**config.mk**
```make
export PLATFORM = sky130hd
export DESIGN_NAME = idle_countdown_entry_cache
export DESIGN_NICKNAME = d
export VERILOG_FILES = /design/src/sv/icec_pkg.sv /design/src/sv/icec_cell.sv /design/src/sv/idle_countdown_entry_cache.sv
export SDC_FILE = /design/constraint.sdc
export NUM_CORES = 2
export LEC_CHECK = 0
export BUFFER_PORTS_ARGS = -buffer_cell sky130_fd_sc_hd__buf_2
export CAP_MARGIN = 40
export CORE_UTILIZATION = 57
export CTS_CLUSTER_DIAMETER = 120
export DETAILED_ROUTE_END_ITERATION = 8
export PLACE_DENSITY = 0.76
export SYNTH_ARGS = -nofsm -noshare
export SYNTH_HDL_FRONTEND = slang
export SYNTH_SLANG_ARGS = --single-unit
```
**constraint.sdc**
```tcl
create_clock -name clk -period 15.64 [get_ports clk]
set_clock_uncertainty 0.1 [all_clocks]
set_input_delay 2.346 -clock clk [delete_from_list [all_inputs] [get_ports clk]]
set_output_delay 2.346 -clock clk [all_outputs]
set_load 0.01 [all_outputs]
```
**src/sv/icec_pkg.sv**
```systemverilog
// ----------------------------------------------------------------------------
// icec_pkg
// Shared types and constants for the idle countdown entry cache: the entry
// count, field widths, operation and status codes, the scan record that
// travels along the cell row and the command that is broadcast to the cells.
// ----------------------------------------------------------------------------
`default_nettype none

package icec_pkg;

  // Table geometry.
  localparam int ENTRIES  = 16;
  localparam int IDX_W    = (ENTRIES > 1) ? $clog2(ENTRIES) : 1;

  // Field widths fixed by the interface.
  localparam int FUNC_W   = 2;
  localparam int KEY_W    = 32;
  localparam int HANDLE_W = 4;
  localparam int STATUS_W = 3;
  localparam int CNT_W    = 16;

  // Operation codes carried in the func field.
  localparam logic [FUNC_W-1:0] FUNC_OPEN  = 2'd0;
  localparam logic [FUNC_W-1:0] FUNC_CLOSE = 2'd1;
  localparam logic [FUNC_W-1:0] FUNC_TICK  = 2'd2;

  // Result status codes.
  localparam logic [STATUS_W-1:0] ST_HIT    = 3'd0;
  localparam logic [STATUS_W-1:0] ST_FREE   = 3'd1;
  localparam logic [STATUS_W-1:0] ST_EVICT  = 3'd2;
  localparam logic [STATUS_W-1:0] ST_ABSENT = 3'd3;
  localparam logic [STATUS_W-1:0] ST_NOIDLE = 3'd4;
  localparam logic [STATUS_W-1:0] ST_DONE   = 3'd5;

  // Register index of timer_period, taken from paddr[2].
  localparam logic REG_TIMER_PERIOD = 1'b0;

  // Reset value of timer_period.
  localparam logic [CNT_W-1:0] TIMER_PERIOD_RESET = 16'd30;

  // One input beat.
  typedef struct packed {
    logic [FUNC_W-1:0]   func;
    logic [KEY_W-1:0]    key;
    logic [HANDLE_W-1:0] handle;
    logic                file_exists;
  } in_item_t;

  // One result beat.
  typedef struct packed {
    logic [STATUS_W-1:0] status;
    logic [HANDLE_W-1:0] entry_handle;
  } out_item_t;

  // Search record handed from cell to cell during an open.
  typedef struct packed {
    logic             live;
    logic             hit_found;
    logic [IDX_W-1:0] hit_idx;
    logic             free_found;
    logic [IDX_W-1:0] free_idx;
    logic             idle_found;
    logic [IDX_W-1:0] idle_idx;
    logic [CNT_W:0]   idle_cnt;
  } scan_rec_t;

  // Update broadcast to every cell.
  typedef enum logic [2:0] {
    OP_NONE,
    OP_HIT,
    OP_CLAIM,
    OP_CLOSE,
    OP_TICK
  } cell_op_t;

  typedef struct packed {
    cell_op_t         op;
    logic [IDX_W-1:0] idx;
    logic [KEY_W-1:0] key;
    logic [CNT_W-1:0] period;
  } cell_cmd_t;

endpackage

`default_nettype wire

```
**src/sv/icec_cell.sv**
```systemverilog
// ----------------------------------------------------------------------------
// icec_cell
// One table entry. It holds the entry's valid mark, key, in-use mark and
// countdown, folds its own entry into the search record that passes through
// it, and applies the update commands broadcast by the controller.
// ----------------------------------------------------------------------------
`default_nettype none

module icec_cell
  import icec_pkg::*;
(
  input  wire logic             clk,
  input  wire logic             rst,
  input  wire logic [IDX_W-1:0] my_idx,
  input  wire logic [KEY_W-1:0] search_key,
  input  wire scan_rec_t        scan_in,
  output scan_rec_t             scan_out,
  input  wire cell_cmd_t        cmd
);

  logic             valid;
  logic             in_use;
  logic [CNT_W-1:0] cnt;
  logic [KEY_W-1:0] key;
  scan_rec_t        scan_next;
  logic             sel;

  assign sel = (cmd.idx == my_idx);

  // Fold this entry into the passing search record.
  always_comb begin
    scan_next = scan_in;
    if (scan_in.live) begin
      if (!scan_in.hit_found && valid && (key == search_key)) begin
        scan_next.hit_found = 1'b1;
        scan_next.hit_idx   = my_idx;
      end
      if (!scan_in.free_found && !valid) begin
        scan_next.free_found = 1'b1;
        scan_next.free_idx   = my_idx;
      end
      if (!in_use && ({1'b0, cnt} < scan_in.idle_cnt)) begin
        scan_next.idle_found = 1'b1;
        scan_next.idle_idx   = my_idx;
        scan_next.idle_cnt   = {1'b0, cnt};
      end
    end
  end

  // Hand the record on to the next cell.
  always_ff @(posedge clk) begin
    if (rst) begin
      scan_out.live <= 1'b0;
    end else begin
      scan_out <= scan_next;
    end
  end

  // Entry control state.
  always_ff @(posedge clk) begin
    if (rst) begin
      valid  <= 1'b0;
      in_use <= 1'b0;
      cnt    <= '0;
    end else begin
      unique case (cmd.op)
        OP_HIT: begin
          if (sel) begin
            in_use <= 1'b1;
            cnt    <= cmd.period;
          end
        end
        OP_CLAIM: begin
          if (sel) begin
            valid  <= 1'b1;
            in_use <= 1'b1;
            cnt    <= cmd.period;
          end
        end
        OP_CLOSE: begin
          if (sel) begin
            in_use <= 1'b0;
          end
        end
        OP_TICK: begin
          if (!in_use && (cnt != '0)) begin
            cnt <= cnt - 1'b1;
          end
        end
        OP_NONE: begin
        end
        default: begin
        end
      endcase
    end
  end

  // The key is only read while the entry is valid, so it needs no reset.
  always_ff @(posedge clk) begin
    if ((cmd.op == OP_CLAIM) && sel) begin
      key <= cmd.key;
    end
  end

endmodule

`default_nettype wire

```
**src/sv/idle_countdown_entry_cache.sv**
```systemverilog
// ----------------------------------------------------------------------------
// idle_countdown_entry_cache
// Fully associative table of entries with idle countdown replacement. An open
// sends a search record down a row of entry cells, one cell per cycle, and
// then commits a hit, a claim of a free entry or an eviction. Close and tick
// are broadcast to the cells at once.
// ----------------------------------------------------------------------------
// An open gives its result once its search record has left the last cell of
// the row and the decision has been registered; close and tick give theirs
// in the cycle after acceptance. No new item is accepted while an open is in
// progress; close and tick can be taken every cycle while no open is running.
// Results are strobed on done for one cycle; the receiver cannot stall.
// Synchronous reset frees every entry, clears all countdowns and in-use marks
// and loads timer_period with 30; the block accepts work on the next cycle.
`default_nettype none

module idle_countdown_entry_cache
  import icec_pkg::*;
(
  input  wire logic        clk,
  input  wire logic        rst,
  input  wire logic        start,
  output logic             busy,
  input  wire in_item_t    item,
  output logic             done,
  output out_item_t        result,
  input  wire logic        psel,
  input  wire logic        penable,
  input  wire logic        pwrite,
  input  wire logic [2:0]  paddr,
  input  wire logic [31:0] pwdata,
  output logic [31:0]      prdata,
  output logic             pready
);

  typedef enum logic [1:0] {
    S_IDLE = 2'b01,
    S_SCAN = 2'b10
  } state_t;

  state_t                    state;
  state_t                    state_next;
  logic [CNT_W-1:0]          timer_period;
  logic [KEY_W-1:0]          key_q;
  logic                      exists_q;
  scan_rec_t                 seed;
  scan_rec_t                 chain [ENTRIES+1];
  scan_rec_t                 fin;
  cell_cmd_t                 cmd;
  logic                      accept;
  logic                      scan_end;
  logic [HANDLE_W+IDX_W-1:0] handle_wide;
  logic                      handle_ok;
  logic                      done_next;
  logic [STATUS_W-1:0]       status_next;
  logic [IDX_W-1:0]          which_next;
  logic [IDX_W+HANDLE_W-1:0] which_wide;
  logic [ENTRIES:0]          live_vec;

  assign busy     = (state == S_SCAN);
  assign accept   = start && !busy;
  assign fin      = chain[ENTRIES];
  assign scan_end = fin.live;

  // Configuration port: single register, always ready.
  assign pready = 1'b1;

  always_ff @(posedge clk) begin
    if (rst) begin
      timer_period <= TIMER_PERIOD_RESET;
    end else if (psel && penable && pwrite && (paddr[2] == REG_TIMER_PERIOD)) begin
      timer_period <= pwdata[CNT_W-1:0];
    end
  end

  always_comb begin
    prdata = '0;
    if (paddr[2] == REG_TIMER_PERIOD) begin
      prdata = {{(32-CNT_W){1'b0}}, timer_period};
    end
  end

  // Controller state: idle, or waiting for the record to leave the last cell.
  always_comb begin
    state_next = state;
    unique case (state)
      S_IDLE: begin
        if (accept && (item.func == FUNC_OPEN)) begin
          state_next = S_SCAN;
        end
      end
      S_SCAN: begin
        if (scan_end) begin
          state_next = S_IDLE;
        end
      end
      default: begin
        state_next = S_IDLE;
      end
    endcase
  end

  always_ff @(posedge clk) begin
    if (rst) begin
      state <= S_IDLE;
    end else begin
      state <= state_next;
    end
  end

  // Capture the open beat and launch a fresh search record into cell 0.
  always_ff @(posedge clk) begin
    if (accept && (item.func == FUNC_OPEN)) begin
      key_q    <= item.key;
      exists_q <= item.file_exists;
    end
  end

  always_ff @(posedge clk) begin
    if (rst) begin
      seed.live <= 1'b0;
    end else if (accept && (item.func == FUNC_OPEN)) begin
      seed.live       <= 1'b1;
      seed.hit_found  <= 1'b0;
      seed.hit_idx    <= '0;
      seed.free_found <= 1'b0;
      seed.free_idx   <= '0;
      seed.idle_found <= 1'b0;
      seed.idle_idx   <= '0;
      seed.idle_cnt   <= {1'b0, timer_period} + 1'b1;
    end else begin
      seed.live <= 1'b0;
    end
  end

  // Row of entry cells.
  assign chain[0] = seed;

  for (genvar g = 0; g < ENTRIES; g++) begin : g_cell
    icec_cell u_cell (
      .clk        (clk),
      .rst        (rst),
      .my_idx     (IDX_W'(g)),
      .search_key (key_q),
      .scan_in    (chain[g]),
      .scan_out   (chain[g+1]),
      .cmd        (cmd)
    );
    assign live_vec[g+1] = chain[g+1].live;
  end

  assign live_vec[0] = seed.live;

  // Close handle range check.
  assign handle_wide = {{IDX_W{1'b0}}, item.handle};
  assign handle_ok   = (handle_wide < (HANDLE_W+IDX_W)'(ENTRIES));

  // Decide the command for the cells and the next result.
  always_comb begin
    cmd.op      = OP_NONE;
    cmd.idx     = '0;
    cmd.key     = key_q;
    cmd.period  = timer_period;
    done_next   = 1'b0;
    status_next = ST_DONE;
    which_next  = '0;
    if (scan_end) begin
      done_next = 1'b1;
      priority if (fin.hit_found) begin
        status_next = ST_HIT;
        which_next  = fin.hit_idx;
        cmd.op      = OP_HIT;
        cmd.idx     = fin.hit_idx;
      end else if (!exists_q) begin
        status_next = ST_ABSENT;
      end else if (fin.free_found) begin
        status_next = ST_FREE;
        which_next  = fin.free_idx;
        cmd.op      = OP_CLAIM;
        cmd.idx     = fin.free_idx;
      end else if (fin.idle_found) begin
        status_next = ST_EVICT;
        which_next  = fin.idle_idx;
        cmd.op      = OP_CLAIM;
        cmd.idx     = fin.idle_idx;
      end else begin
        status_next = ST_NOIDLE;
      end
    end else if (accept && (item.func != FUNC_OPEN)) begin
      done_next = 1'b1;
      if (item.func == FUNC_CLOSE) begin
        if (handle_ok) begin
          cmd.op  = OP_CLOSE;
          cmd.idx = handle_wide[IDX_W-1:0];
        end
      end else if (item.func == FUNC_TICK) begin
        cmd.op = OP_TICK;
      end
    end
  end

  assign which_wide = {{HANDLE_W{1'b0}}, which_next};

  // Result register: one strobed beat per item.
  always_ff @(posedge clk) begin
    if (rst) begin
      done <= 1'b0;
    end else begin
      done <= done_next;
    end
  end

  always_ff @(posedge clk) begin
    if (done_next) begin
      result.status       <= status_next;
      result.entry_handle <= which_wide[HANDLE_W-1:0];
    end
  end

  // Checks on the search walk and the result stream.
  a_one_record: assert property (@(posedge clk) disable iff (rst)
    $onehot0(live_vec))
    else $error("more than one search record in the cell row");

  a_scan_result: assert property (@(posedge clk) disable iff (rst)
    scan_end |=> done && !busy)
    else $error("search end did not give a result and return to idle");

  a_done_cause: assert property (@(posedge clk) disable iff (rst)
    done |-> $past(busy || start))
    else $error("result beat without an accepted item or a search");

  a_handle_zero: assert property (@(posedge clk) disable iff (rst)
    done && (result.status != ST_HIT) && (result.status != ST_FREE)
      && (result.status != ST_EVICT) |-> (result.entry_handle == '0))
    else $error("entry handle not zero for a status without an entry");

endmodule

`default_nettype wire

```
==> metrics.cfg <==
[placement]
port_buffers = 86
place.gp.congestion = 0.925
dp_hpwl_microns = 113000

[detailed_routing]
dr.pass1.iters = 7
wl_met3_microns = 16100
drt-initial-drc-count = 5272
wl_met1_microns = 68100
vias_per_cell = 6.21
met2_length_microns = 78500
ant_nets = 0
routed_wl_microns = 173000
remaining_drc_errors = 0
routedWlPerCell_microns = 23.4
top_layer = met5
vias = 45900

[min_path]
hold_path.class = flop to flop
whs_path_depth = 1
min_to = g_cell[7].u_cell.valid
hp-start = g_cell[7].u_cell.valid

[timing]
fin_setup_tns_ns = 0
finalMaxSlewViolations = 0
fin_crit_sh_pct = 36.9
setup_viol = 0
hold_viol = 0
max_freq_mhz = 173
tightest_slew_ns = 0.997
rsz0062_at_grt = false
fin_crit_ns = 5.77
slew_headroom_pct = 33.5

[setup_path]
endpoint_kind = flop
rr_endpoint = g_cell[12].u_cell.cnt[7]
worstPathRequired_ns = 16.21
crit_fanout = 80
cp_common_cell = buf_4
startpoint_type = input pin
slowest_delay_ns = 0.80
path_cells = buf_2 -> nor2b_1 -> nand4b_1 -> buf_4 -> buf_4 -> buf_4 -> nand2_1 -> o31ai_1 -> mux2_2 -> a222oi_1 -> nor2_1
worst_ep_arrival_time_ns = 6.34
cp_slowest_cell = buf_4
r2r_cells = 10
r2r_setup_slack_ns = 11.04
r2r_start = g_cell[15].u_cell.scan_out[32]
crit_type = input pin to flop

[cts]
cts.sinks = 1343
clkSlewWorstSetupHoldPaths_ns = 0.06
htree_levels = 4
cts_setup_buffers = 0
clk_latency_ns = 0.75
cts_max_path_buffers = 3
cts_buffers = 141
cts.root.buffer_cell = clkbuf_16
hold_buffers = 0
cts_tree = built
cts_resized = 0

[finish]
final_net_count = 6110
area_growth_pct = 11.1
final_util_pct = 64.3
drive_gt1_share_pct = 14.2

[floorplan]
dieHeight_microns = 341
dieArea_sq_um = 116000
rows = 123
ioPinCount = 122
die_x_microns = 341
initial_core_util_pct = 57.9
core-area_sq_um = 113000

[logic_synthesis]
ys_seq_area_share_pct = 56.7
synth_edf_count = 1019
yosysTopAreaCell = edfxtp_1
ys_warn_count = 0
synth_ff_type = edfxtp_1
yosys_register_bits = 1343
synth.most_common_cell = edfxtp_1
netlist_top_cells_count = 1019 x edfxtp_1, 396 x xnor2_1, 350 x o21ai_0
synth_area_sq_um = 65400
synth_top_area_share_pct = 46.8
synth_area_leaders = edfxtp_1 47%, dfxtp_1 9.9%, xnor2_1 5.3%
synth.avg_cell_area_sq_um = 11.5
async_flop_share_pct = 0
synthCells = 5679
netlist-cell-type-count = 104

[pwr]
powerDensity_nw_per_um2 = 114
peakVddDrop_mv = 0.106
power_mw = 8.27
p_leak_nw = 27.2

[job]
cap_violations = 0

[grt]
grt_max_degree = 144
grt_pass1_vias = 43600
grt_pass1_wl_microns = 261000
grt_use_total_pct = 29.6
gr-total-overflow = 0
antenna_found_initial = 10

[run_status]
outcome = complete, no violations

## report_power, final
part | switching (mW) | internal [mW]
Clock | 1.39 | 1.99
Combinational | 0.552 | 0.293
Sequential | 0.102 | 3.94
Total | 2.04 | 6.23
## layer usage
metal / vias up / global-route usage [%]
met5: - / 0
met4: 4 / 16.5
met3: 466 / 5.19
met2: 2181 / 46.3
met1: 22400 / 39.1
li1: 20900 / -
## layout make-up
cell class | count | area (sq um)
diodes | 1 | 2.50
clock buffers | 199 | 4060
clock inverters | 58 | 618
fillers | 8408 | 40400
inverters | 319 | 1210
multi-input cells | 3745 | 26100
flip-flops and latches | 1343 | 37100
well taps | 1500 | 1880
repair buffers | 223 | 1790
## registers in the layout, indices dropped and copies added, names as in the netlist
register                cells
chain                      18
done                        1
exists_q                    1
g_cell.u_cell.cnt         256
g_cell.u_cell.in_use       16
g_cell.u_cell.key         512
g_cell.u_cell.scan_out    466
g_cell.u_cell.valid        16
key_q                      32
result                      7
state                       2
timer_period               16
## worst max-delay path: cells and delay by family
| family | cells | cell delay [ns] |
|---|---|---|
| AO/OA/AOI/OAI | 2 | 0.40 |
| multiplexers | 1 | 0.22 |
| buffers and inverters | 4 | 2.09 |
| AND/OR/NAND/NOR | 4 | 1.16 |
## metrics by stage
stage                     setup WS (ns)  hold slack [ns]  area [sq um]  std cells
final                              9.87            0.381         72700       7388
after global routing               9.74            0.401         72700       7387
after CTS                         10.01            0.386         72700       7386
after detailed placement           9.23            0.372         68100       7129
after global placement             9.33            0.360         67400       7086
after floorplan                    6.30            0.344         65500       5694
## worst max path at each step
| stage | to | from | cells past startpoint |
|---|---|---|---|
| after floorplan | g_cell[0].u_cell.scan_out[0] | rst | 4 |
| after detailed placement | g_cell[12].u_cell.cnt[7] | start | 11 |
| after global placement | g_cell[12].u_cell.cnt[13] | start | 11 |
| after CTS | g_cell[12].u_cell.cnt[7] | start | 11 |
| after global routing | g_cell[1].u_cell.cnt[14] | start | 10 |
| final | g_cell[12].u_cell.cnt[7] | start | 11 |
## cell usage in the layout (no fill, tap or decap), drive strengths merged, types with 60 or more instances in the layout
| master | Yosys | layout |
|---|---|---|
| nor3 | 149 | 149 |
| dfxtp | 324 | 324 |
| edfxtp | 1019 | 1019 |
| inv | 319 | 322 |
| or2 | 105 | 105 |
| buf | 93 | 220 |
| a21oi | 347 | 347 |
| nor2 | 333 | 333 |
| mux2 | 202 | 202 |
| a21o | 84 | 84 |
| nand4 | 120 | 120 |
| xor2 | 136 | 136 |
| nand2 | 271 | 271 |
| ha | 257 | 257 |
| a31oi | 60 | 60 |
| clkbuf | 194 | 200 |
| xnor2 | 396 | 396 |
| o21ai | 365 | 365 |
| nand2b | 111 | 111 |
| nand3 | 65 | 65 |
| nor4 | 126 | 126 |
| nor2b | 87 | 87 |
## logic make-up after synthesis
kind of cell | share of synthesized area, %
AO/OA/AOI/OAI | 10.6
AND/OR/NAND/NOR | 12.8
multiplexers | 4.16
XOR/XNOR | 7.12
other | 0.0115
adder cells (fa/ha/maj) | 4.91
flip-flops | 56.7
buffers and inverters | 3.74
(Power assumes the default switching activity.)
